==> src/sv/asc_pkg.sv <==
package asc_pkg;

    localparam int CMD_QUEUE_DEPTH = 2;
    localparam int RES_QUEUE_DEPTH = 2;

    localparam logic [1:0] OP_ENC_SAMPLE = 2'd0;
    localparam logic [1:0] OP_ENC_BUTTON = 2'd1;
    localparam logic [1:0] OP_PAD_BYTE   = 2'd2;
    localparam logic [1:0] OP_TIME_TICK  = 2'd3;

    localparam logic [4:0] HOUR_MAX     = 5'd23;
    localparam logic [5:0] MINUTE_MAX   = 6'd59;
    localparam logic [6:0] VOLUME_MAX   = 7'd100;
    localparam logic [6:0] VOLUME_RESET = 7'd50;

    localparam logic [7:0] START_BYTE = 8'h21;
    localparam logic [7:0] KIND_BYTE  = 8'h42;
    localparam logic [7:0] HIT_BYTE   = 8'h31;
    localparam logic [7:0] BTN_ENABLE = 8'h31;
    localparam logic [7:0] BTN_LIGHT  = 8'h32;
    localparam logic [7:0] BTN_UP     = 8'h35;
    localparam logic [7:0] BTN_DOWN   = 8'h36;
    localparam logic [7:0] BTN_PREV   = 8'h37;
    localparam logic [7:0] BTN_NEXT   = 8'h38;

    localparam logic [1:0] MENU_MINUTE = 2'd1;
    localparam logic [1:0] MENU_HOUR   = 2'd2;
    localparam logic [1:0] MENU_VOLUME = 2'd3;

    typedef struct packed {
        logic [1:0] opcode;
        logic [1:0] enc_ab;
        logic [7:0] pad_byte;
        logic [4:0] now_hour;
        logic [5:0] now_minute;
        logic       toggle_held;
    } t_in_item;

    typedef struct packed {
        logic [4:0] set_hour;
        logic [5:0] set_minute;
        logic [6:0] set_volume;
        logic [1:0] menu_item;
        logic       enabled;
        logic       matched;
        logic       sounding;
        logic       light_request;
        logic       frame_bad;
    } t_out_item;

    typedef enum logic [3:0] {
        CMD_NOP,
        CMD_STEP_UP,
        CMD_STEP_DOWN,
        CMD_MENU_NEXT,
        CMD_MENU_PREV,
        CMD_TOGGLE,
        CMD_LIGHT,
        CMD_BAD_FRAME,
        CMD_TICK
    } t_cmd_kind;

    typedef struct packed {
        t_cmd_kind  kind;
        logic [4:0] now_hour;
        logic [5:0] now_minute;
        logic       toggle_held;
    } t_cmd;

    typedef enum logic [4:0] {
        PH_START  = 5'b00001,
        PH_KIND   = 5'b00010,
        PH_BUTTON = 5'b00100,
        PH_HIT    = 5'b01000,
        PH_CHECK  = 5'b10000
    } t_phase;

    // quadrature transition table, indexed by {prev_ab, ab}
    function automatic t_cmd_kind enc_step(input logic [3:0] idx);
        t_cmd_kind k;
        begin
            unique case (idx)
                4'b0001, 4'b1101: k = CMD_STEP_UP;
                4'b0010, 4'b1110: k = CMD_STEP_DOWN;
                default:          k = CMD_NOP;
            endcase
            return k;
        end
    endfunction

    function automatic t_cmd_kind pad_action(input logic [7:0] button);
        t_cmd_kind k;
        begin
            unique case (button)
                BTN_ENABLE: k = CMD_TOGGLE;
                BTN_LIGHT:  k = CMD_LIGHT;
                BTN_UP:     k = CMD_STEP_UP;
                BTN_DOWN:   k = CMD_STEP_DOWN;
                BTN_PREV:   k = CMD_MENU_PREV;
                BTN_NEXT:   k = CMD_MENU_NEXT;
                default:    k = CMD_NOP;
            endcase
            return k;
        end
    endfunction

endpackage

==> src/sv/asc_fifo.sv <==
module asc_fifo #(
    parameter type T     = logic,
    parameter int  DEPTH = 2
) (
    input  logic i_clk,
    input  logic i_rst_n,
    input  logic i_push,
    input  T     i_data,
    output logic o_full,
    input  logic i_pop,
    output T     o_data,
    output logic o_empty
);
    localparam int PTR_W = (DEPTH > 1) ? $clog2(DEPTH) : 1;
    localparam int CNT_W = $clog2(DEPTH + 1);

    T                 r_mem [DEPTH];
    logic [PTR_W-1:0] r_wr_ptr, n_wr_ptr;
    logic [PTR_W-1:0] r_rd_ptr, n_rd_ptr;
    logic [CNT_W-1:0] r_count, n_count;
    logic             wr_en, rd_en;

    assign o_full  = (r_count == CNT_W'(DEPTH));
    assign o_empty = (r_count == '0);
    assign wr_en   = i_push && !o_full;
    assign rd_en   = i_pop && !o_empty;
    assign o_data  = r_mem[r_rd_ptr];

    always_comb begin
        n_wr_ptr = r_wr_ptr;
        n_rd_ptr = r_rd_ptr;
        n_count  = r_count;
        if (wr_en) begin
            n_wr_ptr = (r_wr_ptr == PTR_W'(DEPTH - 1)) ? '0 : r_wr_ptr + 1'b1;
        end
        if (rd_en) begin
            n_rd_ptr = (r_rd_ptr == PTR_W'(DEPTH - 1)) ? '0 : r_rd_ptr + 1'b1;
        end
        if (wr_en && !rd_en) begin
            n_count = r_count + 1'b1;
        end else if (rd_en && !wr_en) begin
            n_count = r_count - 1'b1;
        end
    end

    always_ff @(posedge i_clk) begin
        if (!i_rst_n) begin
            r_wr_ptr <= '0;
            r_rd_ptr <= '0;
            r_count  <= '0;
        end else begin
            r_wr_ptr <= n_wr_ptr;
            r_rd_ptr <= n_rd_ptr;
            r_count  <= n_count;
        end
    end

    always_ff @(posedge i_clk) begin
        if (wr_en) begin
            r_mem[r_wr_ptr] <= i_data;
        end
    end

endmodule

==> src/sv/asc_front.sv <==
module asc_front (
    input  logic              i_clk,
    input  logic              i_rst_n,
    input  logic              i_take,
    input  asc_pkg::t_in_item i_item,
    output asc_pkg::t_cmd     o_cmd
);
    import asc_pkg::*;

    t_phase     r_phase, n_phase;
    logic [1:0] r_prev_ab, n_prev_ab;
    logic [7:0] r_button, n_button;
    logic [7:0] r_hit, n_hit;
    logic [7:0] csum;

    assign csum = ~(START_BYTE + KIND_BYTE + r_button + r_hit);

    always_comb begin
        n_phase          = r_phase;
        n_prev_ab        = r_prev_ab;
        n_button         = r_button;
        n_hit            = r_hit;
        o_cmd.kind       = CMD_NOP;
        o_cmd.now_hour   = i_item.now_hour;
        o_cmd.now_minute = i_item.now_minute;
        o_cmd.toggle_held = i_item.toggle_held;
        case (i_item.opcode)
            OP_ENC_SAMPLE: begin
                o_cmd.kind = enc_step({r_prev_ab, i_item.enc_ab});
                n_prev_ab  = i_item.enc_ab;
            end
            OP_ENC_BUTTON: o_cmd.kind = CMD_MENU_NEXT;
            OP_PAD_BYTE: begin
                unique case (r_phase)
                    PH_KIND:   n_phase = (i_item.pad_byte == KIND_BYTE) ? PH_BUTTON : PH_START;
                    PH_BUTTON: begin
                        n_button = i_item.pad_byte;
                        n_phase  = PH_HIT;
                    end
                    PH_HIT: begin
                        n_hit   = i_item.pad_byte;
                        n_phase = PH_CHECK;
                    end
                    PH_CHECK: begin
                        n_phase = PH_START;
                        if (i_item.pad_byte != csum) begin
                            o_cmd.kind = CMD_BAD_FRAME;
                        end else if (r_hit == HIT_BYTE) begin
                            o_cmd.kind = pad_action(r_button);
                        end
                    end
                    default:   n_phase = (i_item.pad_byte == START_BYTE) ? PH_KIND : PH_START;
                endcase
            end
            default: o_cmd.kind = CMD_TICK;
        endcase
    end

    always_ff @(posedge i_clk) begin
        if (!i_rst_n) begin
            r_phase   <= PH_START;
            r_prev_ab <= '0;
        end else if (i_take) begin
            r_phase   <= n_phase;
            r_prev_ab <= n_prev_ab;
        end
    end

    always_ff @(posedge i_clk) begin
        if (i_take) begin
            r_button <= n_button;
            r_hit    <= n_hit;
        end
    end

endmodule

==> src/sv/asc_back.sv <==
module asc_back (
    input  logic               i_clk,
    input  logic               i_rst_n,
    input  logic               i_fire,
    input  asc_pkg::t_cmd      i_cmd,
    output asc_pkg::t_out_item o_result
);
    import asc_pkg::*;

    logic [4:0] r_hour, n_hour;
    logic [5:0] r_minute, n_minute;
    logic [6:0] r_volume, n_volume;
    logic [1:0] r_menu, n_menu;
    logic       r_enable, n_enable;
    logic       r_match, n_match;
    logic       light, bad;
    logic       step_up, step_down;

    assign step_up   = (i_cmd.kind == CMD_STEP_UP);
    assign step_down = (i_cmd.kind == CMD_STEP_DOWN);

    always_comb begin
        n_hour   = r_hour;
        n_minute = r_minute;
        n_volume = r_volume;
        n_menu   = r_menu;
        n_enable = r_enable;
        n_match  = r_match;
        light    = 1'b0;
        bad      = 1'b0;
        if (step_up || step_down) begin
            case (r_menu)
                MENU_MINUTE: begin
                    if (step_up) n_minute = (r_minute >= MINUTE_MAX) ? '0 : r_minute + 1'b1;
                    else         n_minute = (r_minute == '0) ? MINUTE_MAX : r_minute - 1'b1;
                end
                MENU_HOUR: begin
                    if (step_up) n_hour = (r_hour >= HOUR_MAX) ? '0 : r_hour + 1'b1;
                    else         n_hour = (r_hour == '0) ? HOUR_MAX : r_hour - 1'b1;
                end
                MENU_VOLUME: begin
                    if (step_up && r_volume < VOLUME_MAX) n_volume = r_volume + 1'b1;
                    else if (step_down && r_volume != '0) n_volume = r_volume - 1'b1;
                end
                default: ;
            endcase
        end
        case (i_cmd.kind)
            CMD_MENU_NEXT: n_menu = r_menu + 1'b1;
            CMD_MENU_PREV: n_menu = r_menu - 1'b1;
            CMD_TOGGLE:    n_enable = ~r_enable;
            CMD_LIGHT:     light = 1'b1;
            CMD_BAD_FRAME: bad = 1'b1;
            CMD_TICK: begin
                n_match = (r_hour == i_cmd.now_hour) && (r_minute == i_cmd.now_minute);
                if (i_cmd.toggle_held) n_enable = ~r_enable;
            end
            default: ;
        endcase
    end

    always_comb begin
        o_result.set_hour      = n_hour;
        o_result.set_minute    = n_minute;
        o_result.set_volume    = n_volume;
        o_result.menu_item     = n_menu;
        o_result.enabled       = n_enable;
        o_result.matched       = n_match;
        o_result.sounding      = n_enable & n_match;
        o_result.light_request = light;
        o_result.frame_bad     = bad;
    end

    always_ff @(posedge i_clk) begin
        if (!i_rst_n) begin
            r_hour   <= '0;
            r_minute <= '0;
            r_volume <= VOLUME_RESET;
            r_menu   <= '0;
            r_enable <= 1'b1;
            r_match  <= 1'b0;
        end else if (i_fire) begin
            r_hour   <= n_hour;
            r_minute <= n_minute;
            r_volume <= n_volume;
            r_menu   <= n_menu;
            r_enable <= n_enable;
            r_match  <= n_match;
        end
    end

endmodule

==> src/sv/alarm_setting_controller.sv <==
// Channel    Direction  Handshake            Payload
// input      in         push / full          i_item   (t_in_item)
// result     out        empty / pop          o_result (t_out_item)
//
// One request per cycle sustained while full is low; each is registered first in
// the command queue (front decode), then in the result queue (back update).
// Reset clears both queues and loads the alarm state (volume 50, enable set).
// full rises only once the command queue backs up behind a full result queue.
module alarm_setting_controller #(
    parameter int CMD_DEPTH = asc_pkg::CMD_QUEUE_DEPTH,
    parameter int RES_DEPTH = asc_pkg::RES_QUEUE_DEPTH
) (
    input  logic               i_clk,
    input  logic               i_rst_n,
    input  logic               push,
    output logic               full,
    input  asc_pkg::t_in_item  i_item,
    output logic               empty,
    input  logic               pop,
    output asc_pkg::t_out_item o_result
);
    import asc_pkg::*;

    t_cmd      front_cmd, back_cmd;
    t_out_item back_result;
    logic      take;
    logic      cmd_empty;
    logic      res_full;
    logic      fire;

    assign take = push && !full;
    assign fire = !cmd_empty && !res_full;

    asc_front u_front (
        .i_clk   (i_clk),
        .i_rst_n (i_rst_n),
        .i_take  (take),
        .i_item  (i_item),
        .o_cmd   (front_cmd)
    );

    asc_fifo #(.T(t_cmd), .DEPTH(CMD_DEPTH)) u_cmd_queue (
        .i_clk   (i_clk),
        .i_rst_n (i_rst_n),
        .i_push  (push),
        .i_data  (front_cmd),
        .o_full  (full),
        .i_pop   (fire),
        .o_data  (back_cmd),
        .o_empty (cmd_empty)
    );

    asc_back u_back (
        .i_clk    (i_clk),
        .i_rst_n  (i_rst_n),
        .i_fire   (fire),
        .i_cmd    (back_cmd),
        .o_result (back_result)
    );

    asc_fifo #(.T(t_out_item), .DEPTH(RES_DEPTH)) u_res_queue (
        .i_clk   (i_clk),
        .i_rst_n (i_rst_n),
        .i_push  (fire),
        .i_data  (back_result),
        .o_full  (res_full),
        .i_pop   (pop),
        .o_data  (o_result),
        .o_empty (empty)
    );

    a_reset_empty: assert property (@(posedge i_clk) !i_rst_n |=> empty)
        else $error("result queue not empty after reset");

    a_sounding: assert property (@(posedge i_clk) disable iff (!i_rst_n)
        !empty |-> (o_result.sounding == (o_result.enabled && o_result.matched)))
        else $error("sounding disagrees with enabled and matched");

    a_pulses: assert property (@(posedge i_clk) disable iff (!i_rst_n)
        !empty |-> !(o_result.light_request && o_result.frame_bad))
        else $error("light and bad frame pulses together");

    a_ranges: assert property (@(posedge i_clk) disable iff (!i_rst_n)
        !empty |-> (o_result.set_hour <= HOUR_MAX && o_result.set_minute <= MINUTE_MAX
                    && o_result.set_volume <= VOLUME_MAX))
        else $error("alarm setting out of range");

    a_first_result: assert property (@(posedge i_clk) disable iff (!i_rst_n)
        (push && !full && empty && cmd_empty && !res_full) |=> !cmd_empty)
        else $error("accepted request missing from command queue");

endmodule
==> config.mk <==
export PLATFORM = sky130hd
export DESIGN_NAME = alarm_setting_controller
export DESIGN_NICKNAME = d
export VERILOG_FILES = /design/src/sv/asc_pkg.sv /design/src/sv/asc_fifo.sv /design/src/sv/asc_front.sv /design/src/sv/asc_back.sv /design/src/sv/alarm_setting_controller.sv
export SDC_FILE = /design/constraint.sdc
export NUM_CORES = 1
export LEC_CHECK = 0
export BUFFER_PORTS_ARGS = -buffer_cell sky130_fd_sc_hd__buf_2
export CAP_MARGIN = 20
export CELL_PAD_IN_SITES_DETAIL_PLACEMENT = 2
export CELL_PAD_IN_SITES_GLOBAL_PLACEMENT = 2
export CORE_ASPECT_RATIO = 1.2
export CORE_MARGIN = 1.5
export CORE_UTILIZATION = 41
export CTS_CLUSTER_SIZE = 25
export DETAILED_ROUTE_END_ITERATION = 6
export PLACE_DENSITY = 0.88
export SLEW_MARGIN = 20
export SYNTH_ARGS = -nofsm -noshare
export SYNTH_HDL_FRONTEND = slang
export SYNTH_HIERARCHICAL = 1
export SYNTH_SLANG_ARGS = --single-unit
==> constraint.sdc <==
create_clock -name i_clk -period 3.7 [get_ports i_clk]
set_clock_uncertainty 0.05 [all_clocks]
set_input_delay 0 -clock i_clk [delete_from_list [all_inputs] [get_ports i_clk]]
set_output_delay 0 -clock i_clk [all_outputs]
set_load 0.03 [all_outputs]
==> impl_metrics.ini, run 1 <==
[critical_path]
critical_path_buf_inv_count = 0
required_ns = 3.93
r2r_cells = 6
path_cells = mux2_2 > xor2_1 > nand3_1 > or3_1 > a22oi_1 > a21o_1
regToRegSetupSlack_ns = 0.74
crit_path_max_incr_delay_ns = 0.53
worstSetupEndpointType = flip-flop
crit_family = simple AND/OR/NAND/NOR gates
reg2reg_to = u_res_queue/r_mem[1][22]$_DFFE_PP_
cp_slowest_cell = xor2_1
arrival_ns = 3.19
critPathKind = flip-flop to flip-flop
critPathMaxFanout = 14
critPathLaunchType = flip-flop

[final_layout]
num-nets-final = 787
mostFrequentLayoutCell = edfxtp_1
fill_cells = 1759
synthToLayoutAreaGrowth_pct = 16.7
layout_common_cells = 98 x edfxtp_1, 54 x buf_2, 45 x nor2_1
layout-drive-gt1-share = 0.222
stdcell_area_um2 = 8750
diodes = 0

[floorplanning]
die_x_um = 126
ios = 55
die_area_um2 = 19100
die_h_um = 151
core_area_um2 = 18000
start_util = 0.416
num_rows = 54

[detailed_routing]
dr.pass1.iters = 4
vias = 5504
drt_iter0_markers = 218
drc = 0
avgRoutedWirePerCell_um = 22.3
via_per_inst = 5.69
ant_nets = 0
routed_wl_mm = 21.6

[global_route]
grt_max_degree = 32
antenna_found_initial = 0
grt_remaining_overflow = 0
grt_pass1_vias = 6318
grt_pass1_wl_mm = 34.8
grt_usage = 0.241

[synthesis]
ys_ff_latch = 137
async_flop_share = 0
syn_nets = 730
synthMuxAreaShare = 0.0741
synthAdderAreaFrac = 0.0477
netlist_area_um2 = 7500
synth_top_family_by_area = simple AND/OR/NAND/NOR gates
ys.flop_type = edfxtp_1
synth-edff-count = 98
synth_xor_area_frac = 0.0526
syn-instance-count = 674
yosysUniqueCellTypes = 79
synth_compound_area_frac = 0.116
synth_area_per_cell_um2 = 11.1
synth-simple-area-share = 0.154
seq_area_frac_synth = 0.497
synth.yosys.warnings = 6

[sta]
tns_ns = 0
fin_hold_ws_ns = 0.00755
max_freq_mhz = 338
min_period_ns = 2.96
rsz0062_at_grt = false
final.period_utilization = 0.800
final_max_slew_viol_count = 0
worst_pin_slew_ns = 0.873
slew-limit-headroom = 0.416
final_hold_viol_count = 0
finalSetupViolCount = 0

[power_and_ir_drop]
finalPower_w = 0.00588
power_density_nw_per_um2 = 673
p_leak_nw = 3.22
vdd_ir_drop_max_mv = 0.322

[clocking]
post_cts_resized = 0
cts_buffers = 17
post_cts_buffers = 0
cts-root-buf = clkbuf_16
tritoncts = built
cts_max_level = 4
cts_hold_repair.buffers = 26
clk_latency_ns = 0.43
cts_buffer_depth = 2
cts.sinks = 137
clk_pin_slew_ns = 0.06

[worst_hold_path]
hold-path-endpoint = u_res_queue/r_rd_ptr$_SDFFE_PN0P_
min_path_cells = 4
worstHoldStart = pop
hold_class = primary input to flip-flop

[place]
hpwlAfterDp_mm = 14.6
gp_routability_congestion = 0.852
portBuffers = 54
post_dp_cell_area_um2 = 7840

[outcome]
status = finished, final reports clean

[run]
maxCapViolCount = 0
report_power, final:
group | total (W) | switching [W] | internal, W
registers | 0.00215 | 0.000176 | 0.00197
clock network | 0.00189 | 0.000660 | 0.00123
logic | 0.00185 | 0.00116 | 0.000693
synth_stat cells, drive strengths merged, types with 4 or more instances:
library cell / instances / area [um2]
and3: 10 / 62.6
a31oi: 12 / 75.1
nand3: 18 / 95.1
nor3: 15 / 85.1
o21a: 6 / 45.0
nor2: 46 / 180
nand3b: 5 / 50.1
nor2b: 6 / 45.0
o21ai: 28 / 144
nor4: 5 / 31.3
and2: 9 / 57.6
dfxtp: 39 / 781
buf: 30 / 211
nand2: 31 / 116
ha: 27 / 338
a21o: 5 / 37.5
mux2: 44 / 495
xor2: 13 / 114
or4b: 4 / 43.8
inv: 40 / 150
mux2i: 6 / 60.1
xnor2: 32 / 280
a21oi: 33 / 165
edfxtp: 98 / 2940
nor4b: 7 / 104
nand2b: 9 / 56.3
or3: 10 / 67.6
a211oi: 7 / 57.6
a21boi: 5 / 37.5
nand4: 7 / 43.8
clkbuf: 20 / 75.1
worst register-to-register path: stages (launching register included):
cell and delay [ns]:
dfxtp_1 0.43, mux2_2 0.49, xor2_1 0.53, nand3_1 0.51, or3_1 0.50, a22oi_1 0.15, a21o_1 0.15
routing by layer:
metal / vias to the layer above / track usage / share of wire / routed length (um)
li1: 2562 / - / - / -
met1: 2794 / 0.248 / 0.39 / 8460
met2: 111 / 0.480 / 0.56 / 12000
met3: 37 / 0.0378 / 0.029 / 624
met4: 0 / 0.106 / 0.023 / 504
met5: - / 0 / 0 / 0
cells by family (layout without fill, tap and decap cells):
group           after synthesis  count (layout)
flops                       137             137
mux                          50              50
xor+xnor                     45              45
fa+ha+maj                    28              28
compound gates              128             128
buf+inv                      90             160
simple gates                196             196
worst max-delay path by stage:
stage	startpoint	end	depth (start not counted)	slack [ns]
after CTS	flip-flop	u_res_queue/r_mem[1][22]$_DFFE_PP_	6	0.74
after global routing	flip-flop	u_res_queue/r_mem[1][22]$_DFFE_PP_	6	0.63
after detailed placement	flip-flop	u_res_queue/r_mem[1][22]$_DFFE_PP_	6	0.78
final	flip-flop	u_res_queue/r_mem[1][22]$_DFFE_PP_	6	0.74
after global placement	flip-flop	u_res_queue/r_mem[0][22]$_DFFE_PP_	6	1.00
after floorplan	flip-flop	u_res_queue/r_mem[0][22]$_DFFE_PP_	10	1.10
final cells by class:
class / count / area (um2) / share of cell area
sequential: 137 / 3720 / 0.426
tap: 224 / 280 / 0.0320
timing repair buffer: 88 / 591 / 0.0675
inverter: 40 / 150 / 0.0172
clock inverter: 12 / 196 / 0.0225
clock buffer: 20 / 457 / 0.0522
multi-input combinational: 447 / 3350 / 0.383
state kept, by name, indices dropped and copies added, names as in the netlist, 2 cells and up, named ones only:
name                 flops
u_back/r_hour            5
u_back/r_menu            2
u_back/r_minute          6
u_back/r_volume          7
u_cmd_queue/r_count      2
u_cmd_queue/r_mem       32
u_front/r_button         8
u_front/r_hit            8
u_front/r_phase          5
u_front/r_prev_ab        2
u_res_queue/r_count      2
u_res_queue/r_mem       50
per-stage QoR:
step / cells / worst slack (ns) / util
after detailed placement: 910 / 0.775 / 0.434
after global routing: 968 / 0.631 / 0.485
after floorplan: 674 / 1.10 / -
after CTS: 968 / 0.736 / 0.485
after global placement: 910 / 1.00 / 0.434
final: 968 / 0.738 / 0.485
Power figures use the tool's default switching activity.
==> inputs of run 2 (changes only) <==
--- a/config.mk
+++ b/config.mk
@@ -11,10 +11,10 @@
 export CELL_PAD_IN_SITES_GLOBAL_PLACEMENT = 2
 export CORE_ASPECT_RATIO = 1.2
 export CORE_MARGIN = 1.5
-export CORE_UTILIZATION = 41
+export CORE_UTILIZATION = 37
 export CTS_CLUSTER_SIZE = 25
 export DETAILED_ROUTE_END_ITERATION = 6
-export PLACE_DENSITY = 0.88
+export PLACE_DENSITY = 0.84
 export SLEW_MARGIN = 20
 export SYNTH_ARGS = -nofsm -noshare
 export SYNTH_HDL_FRONTEND = slang
==> constraint.sdc (replaced) <==
create_clock -name i_clk -period 2.6 [get_ports i_clk]
set_clock_uncertainty 0.05 [all_clocks]
set_input_delay 0 -clock i_clk [delete_from_list [all_inputs] [get_ports i_clk]]
set_output_delay 0 -clock i_clk [all_outputs]
set_load 0.03 [all_outputs]
==> run 2 against run 1 <==
Compared with the run above: the run now ends with negative setup slack left; maximum frequency is 11% higher; clock power is 21% higher; first-iteration DRC count is 6.4% lower; final cell count is 6.7% higher; cell area is 2.4% higher; largest cell class unchanged; largest power group unchanged.
==> impl_metrics.ini, run 2 (synthesized netlist as in run 1, its figures left out) <==
[outcome]
status = finished with violations
violations = negative setup slack

[final_layout]
largest_reg_flops = 50
seq_area_um2 = 3720
top_regs = u_res_queue/r_mem: 50 flops, u_cmd_queue/r_mem: 32 flops
diodes = 0
num-nets-final = 815
synthToLayoutAreaGrowth_pct = 19.5
mostFrequentLayoutCell = edfxtp_1
layout_common_cells = 98 x edfxtp_1, 54 x buf_2, 45 x nor2_1
top_register = u_res_queue/r_mem
fill_cells = 1995
layout-drive-gt1-share = 0.258
multi_input_area_um2 = 3420

[detailed_routing]
ant_nets = 0
vias = 5523
via_per_inst = 5.35
drc = 0
dr.pass1.iters = 4
avgRoutedWirePerCell_um = 19.8
routed_wl_mm = 20.4
drt_iter0_markers = 204

[worst_hold_path]
hold_class = primary input to flip-flop

[sta]
final_max_slew_viol_count = 0
fin_hold_ws_ns = 0.0159
max_freq_mhz = 375
finalSetupViolCount = 6
worst_pin_slew_ns = 0.785
slew-limit-headroom = 0.476
final.period_utilization = 1.02
min_period_ns = 2.66
worst_slack_ns = -0.0650
rsz0062_at_grt = true
final_hold_viol_count = 0
tns_ns = -0.292

[place]
dp_slack_ns = -0.0429
gp_routability_congestion = 0.866
portBuffers = 54
hpwlAfterDp_mm = 14.1

[floorplanning]
num_rows = 56
ios = 55
core_area_um2 = 19700
start_util = 0.381
die_h_um = 159
die_area_um2 = 21100
die_x_um = 133

[global_route]
grt.busiest_layer = met2
antenna_found_initial = 0
grt_usage = 0.200
grt_pass1_vias = 6163
met1_usage = 0.222
grt_max_degree = 31
grt_remaining_overflow = 0
use_met2 = 0.379
met3_usage = 0.0309
grt_pass1_wl_mm = 33.0

[clocking]
tritoncts = built
cts_buffer_depth = 2
cts_buffers = 17
cts-root-buf = clkbuf_16
clk_pin_slew_ns = 0.06
cts.sinks = 137
cts_max_level = 4
clk_latency_ns = 0.42

[critical_path]
critPathLaunchType = flip-flop
arrival_ns = 2.75
critPathMaxFanout = 4
crit_path_max_incr_delay_ns = 0.45
path_cells = ha_1 > ha_1 > a21oi_2 > a21oi_1 > or3_1 > a211oi_4 > a31oi_1
required_ns = 2.69
cp_common_cell = ha_1
critical_path_buf_inv_count = 0
worstSetupEndpointType = flip-flop
crit_family = compound AO/OA/AOI/OAI gates
critPathKind = flip-flop to flip-flop
cp_slowest_cell = or3_1

[power_and_ir_drop]
power_density_nw_per_um2 = 899
finalPower_w = 0.00806
vdd_ir_drop_max_mv = 0.461
p_leak_nw = 3.32

[run]
maxCapViolCount = 0
==> run 2: changes by cell type in the layout (fill, tap and decap cells not counted), moves of 3 or more <==
cell and change:
a31oi_1 -3, a31oi_2 +3, clkinv_1 +4, buf_4 +28
bufinv_16 -3
==> run 2: path summary, 6_finish.rpt <==
kind                                               startpoint                                 end  slack, ns  depth (start not counted)
worst max-delay path            u_front/r_button[3]$_DFFE_PP_  u_cmd_queue/r_mem[0][13]$_DFFE_PP_      -0.06                          7
worst min-delay path                                      pop                           flip-flop       0.02                          4
worst max register to register  u_front/r_button[3]$_DFFE_PP_  u_cmd_queue/r_mem[0][13]$_DFFE_PP_      -0.06                          7
worst min register to register    u_back/r_match$_SDFFE_PN0P_         u_back/r_match$_SDFFE_PN0P_       0.46                          2
==> run 2: through the flow <==
| stage | instance area, um2 | std cells | util |
|---|---|---|---|
| floorplan | 7500 | 674 | - |
| global placement | 8030 | 968 | 0.408 |
| detailed placement | 8030 | 968 | 0.408 |
| CTS | 8930 | 1032 | 0.453 |
| global route | 8960 | 1033 | 0.455 |
| finish | 8960 | 1033 | 0.455 |
==> run 2: where the power goes <==
part	switching, W	total (W)	internal [W]
sequential	0.000178	0.00298	0.00280
combinational	0.00172	0.00279	0.00107
clock	0.000896	0.00228	0.00139
==> run 2: final cells by class <==
type / instances / share of cell area
clock buffer: 20 / 0.0487
tap: 261 / 0.0364
multi-input combinational: 447 / 0.381
inverter: 40 / 0.0168
clock inverter: 12 / 0.0120
timing repair buffer: 116 / 0.0893
sequential: 137 / 0.416
==> run 2: worst min-delay path, cell delays in order <==
cell and delay (ns):
buf_2 0.07, o21ai_1 0.09, xnor2_1 0.17, and2_1 0.12
==> run 2: repair_timing <==
| action | 4_1_cts | 5_1_grt |
|---|---|---|
| pin swaps | 8 | 5 |
| endpoints found under the setup margin | 16 | 20 |
| hold endpoints to repair | 45 | 0 |
| gates resized for setup | 11 | 7 |
| buffers inserted | 6 | 1 |
| hold buffers | 26 | 0 |
==> run 2: per-layer routing <==
layer,vias up,wire (um),share of wire
met1,2810,8480,0.42
met5,-,0,0
li1,2616,-,-
met3,22,449,0.022
met4,0,328,0.016
met2,75,11200,0.55
==> inputs of run 3 (changes only) <==
--- a/config.mk
+++ b/config.mk
@@ -5,16 +5,16 @@
 export SDC_FILE = /design/constraint.sdc
 export NUM_CORES = 1
 export LEC_CHECK = 0
-export BUFFER_PORTS_ARGS = -buffer_cell sky130_fd_sc_hd__buf_2
 export CAP_MARGIN = 20
 export CELL_PAD_IN_SITES_DETAIL_PLACEMENT = 2
 export CELL_PAD_IN_SITES_GLOBAL_PLACEMENT = 2
 export CORE_ASPECT_RATIO = 1.2
 export CORE_MARGIN = 1.5
-export CORE_UTILIZATION = 37
+export CORE_UTILIZATION = 39
 export CTS_CLUSTER_SIZE = 25
 export DETAILED_ROUTE_END_ITERATION = 6
-export PLACE_DENSITY = 0.84
+export DONT_BUFFER_PORTS = 1
+export PLACE_DENSITY = 0.83
 export SLEW_MARGIN = 20
 export SYNTH_ARGS = -nofsm -noshare
 export SYNTH_HDL_FRONTEND = slang
==> run 3 against run 2 <==
Compared with the run above: the flow still finishes with violations (negative setup slack); critical path type unchanged; cell area fell by 0.67%; maximum frequency fell by 0.42%; setup slack got worse by 0.011 ns; clock-buffer cell count fell by 3; sequential power barely moved.
==> impl_metrics.ini, run 3 (synthesized netlist as in run 1, its figures left out) <==
[outcome]
status = finished with violations
violations = negative setup slack

[final_layout]
mostFrequentLayoutCell = edfxtp_1
layout-drive-gt1-share = 0.226
top_register = u_res_queue/r_mem
synthToLayoutAreaGrowth_pct = 18.7
top_regs = u_res_queue/r_mem: 50 flops, u_cmd_queue/r_mem: 32 flops
layout_common_cells = 98 x edfxtp_1, 44 x nor2_1, 43 x mux2_2
num-nets-final = 768
largest_reg_flops = 50
fill_cells = 1913

[power_and_ir_drop]
finalPower_w = 0.00820
p_leak_nw = 3.17
vdd_ir_drop_max_mv = 0.472
power_density_nw_per_um2 = 921

[sta]
final_hold_viol_count = 0
max_freq_mhz = 374
final.period_utilization = 1.03
slew-limit-headroom = 0.497
final_max_slew_viol_count = 0
worst_slack_ns = -0.0762
rsz0062_at_grt = true
tns_ns = -0.403
worst_pin_slew_ns = 0.754
min_period_ns = 2.68
finalSetupViolCount = 6

[clocking]
clk_pin_slew_ns = 0.06
cts.sinks = 137
cts_buffers = 17
cts-root-buf = clkbuf_16
clk_latency_ns = 0.42
cts_buffer_depth = 2
cts_max_level = 4
tritoncts = built

[critical_path]
critPathKind = flip-flop to flip-flop
cp_slowest_cell = or3_1
arrival_ns = 2.77
required_ns = 2.69
critPathLaunchType = flip-flop
crit_path_max_incr_delay_ns = 0.43
critPathMaxFanout = 3
cp_common_cell = ha_1
worstSetupEndpointType = flip-flop
path_cells = ha_1 > ha_1 > nand3_1 > a21oi_1 > or3_1 > a211oi_4 > a31oi_4

[detailed_routing]
routed_wl_mm = 21.9
drt-met1-wl_mm = 8.42
met2_wirelength_mm = 12.1
ant_nets = 0
dr.pass1.iters = 4
drt_iter0_markers = 241
top_layer = met4
wl_met3_um = 731
vias = 5431
drc = 0
via_per_inst = 5.53
avgRoutedWirePerCell_um = 22.3

[global_route]
grt_pass1_wl_mm = 33.6
antenna_found_initial = 1
grt_usage = 0.220
grt_remaining_overflow = 0
grt_pass1_vias = 6073
grt_max_degree = 32

[run]
maxCapViolCount = 0

[place]
gp_routability_congestion = 0.872
hpwlAfterDp_mm = 14.3
portBuffers = 0
dp_slack_ns = -0.159

[floorplanning]
ios = 55
core_area_um2 = 18900
num_rows = 55
start_util = 0.398
die_h_um = 155
die_x_um = 130
die_area_um2 = 20100

[worst_hold_path]
hold_class = primary input to flip-flop
## run 3: final timing paths
check                           depth (start not counted)                                 end  slack, ns                          start
worst max-delay path                                    7  u_cmd_queue/r_mem[0][13]$_DFFE_PP_      -0.08  u_front/r_button[2]$_DFFE_PP_
worst min-delay path                                    3  u_cmd_queue/r_mem[0][15]$_DFFE_PP_       0.05                           push
worst max register to register                          7  u_cmd_queue/r_mem[0][13]$_DFFE_PP_      -0.08  u_front/r_button[2]$_DFFE_PP_
worst min register to register                          2         u_back/r_match$_SDFFE_PN0P_       0.44    u_back/r_match$_SDFFE_PN0P_
## run 3: critical path: cells and delay by family, from the launching register on
| kind | cells | cell delay (ns) |
|---|---|---|
| AO/OA/AOI/OAI | 3 | 0.66 |
| adder cells (fa/ha/maj) | 2 | 0.71 |
| flip-flops | 1 | 0.41 |
| AND/OR/NAND/NOR | 2 | 0.58 |
## run 3: stage by stage
stage	utilization	std cells	area (um2)	hold WS [ns]
after CTS	0.465	975	8760	0.0375
after global routing	0.472	982	8900	0.0682
after global placement	0.412	909	7770	0.0468
after floorplan	-	674	7500	0.0489
after detailed placement	0.412	909	7770	0.0490
final	0.472	982	8900	0.0493
## run 3: final cells by class
cell class | count | area, um2 | share of cell area
Antenna cell | 1 | 2.50 | 0.000281
Clock buffer | 17 | 425 | 0.0478
Clock inverter | 15 | 188 | 0.0211
Inverter | 40 | 153 | 0.0171
Multi-Input combinational cell | 447 | 3470 | 0.390
Sequential cell | 137 | 3720 | 0.418
Tap cell | 256 | 320 | 0.0360
Timing Repair Buffer | 69 | 618 | 0.0694
## run 3: power breakdown
part	internal, W	switching [W]
Combinational	0.000981	0.00168
Sequential	0.00280	0.000184
Clock	0.00153	0.00101
Total	0.00531	0.00288
## run 3: layer usage
layer | GRT usage | vias up
met4 | 0.0894 | 0
met1 | 0.241 | 2754
met3 | 0.0344 | 46
met2 | 0.416 | 108
met5 | 0 | -
li1 | - | 2523
## run 3: what timing repair did
action	in CTS	in global routing
hold buffers	31	0
gates resized for setup	11	18
buffers inserted	3	6
pin swaps	8	9
endpoints found under the hold margin	78	0
setup endpoints to repair	10	33
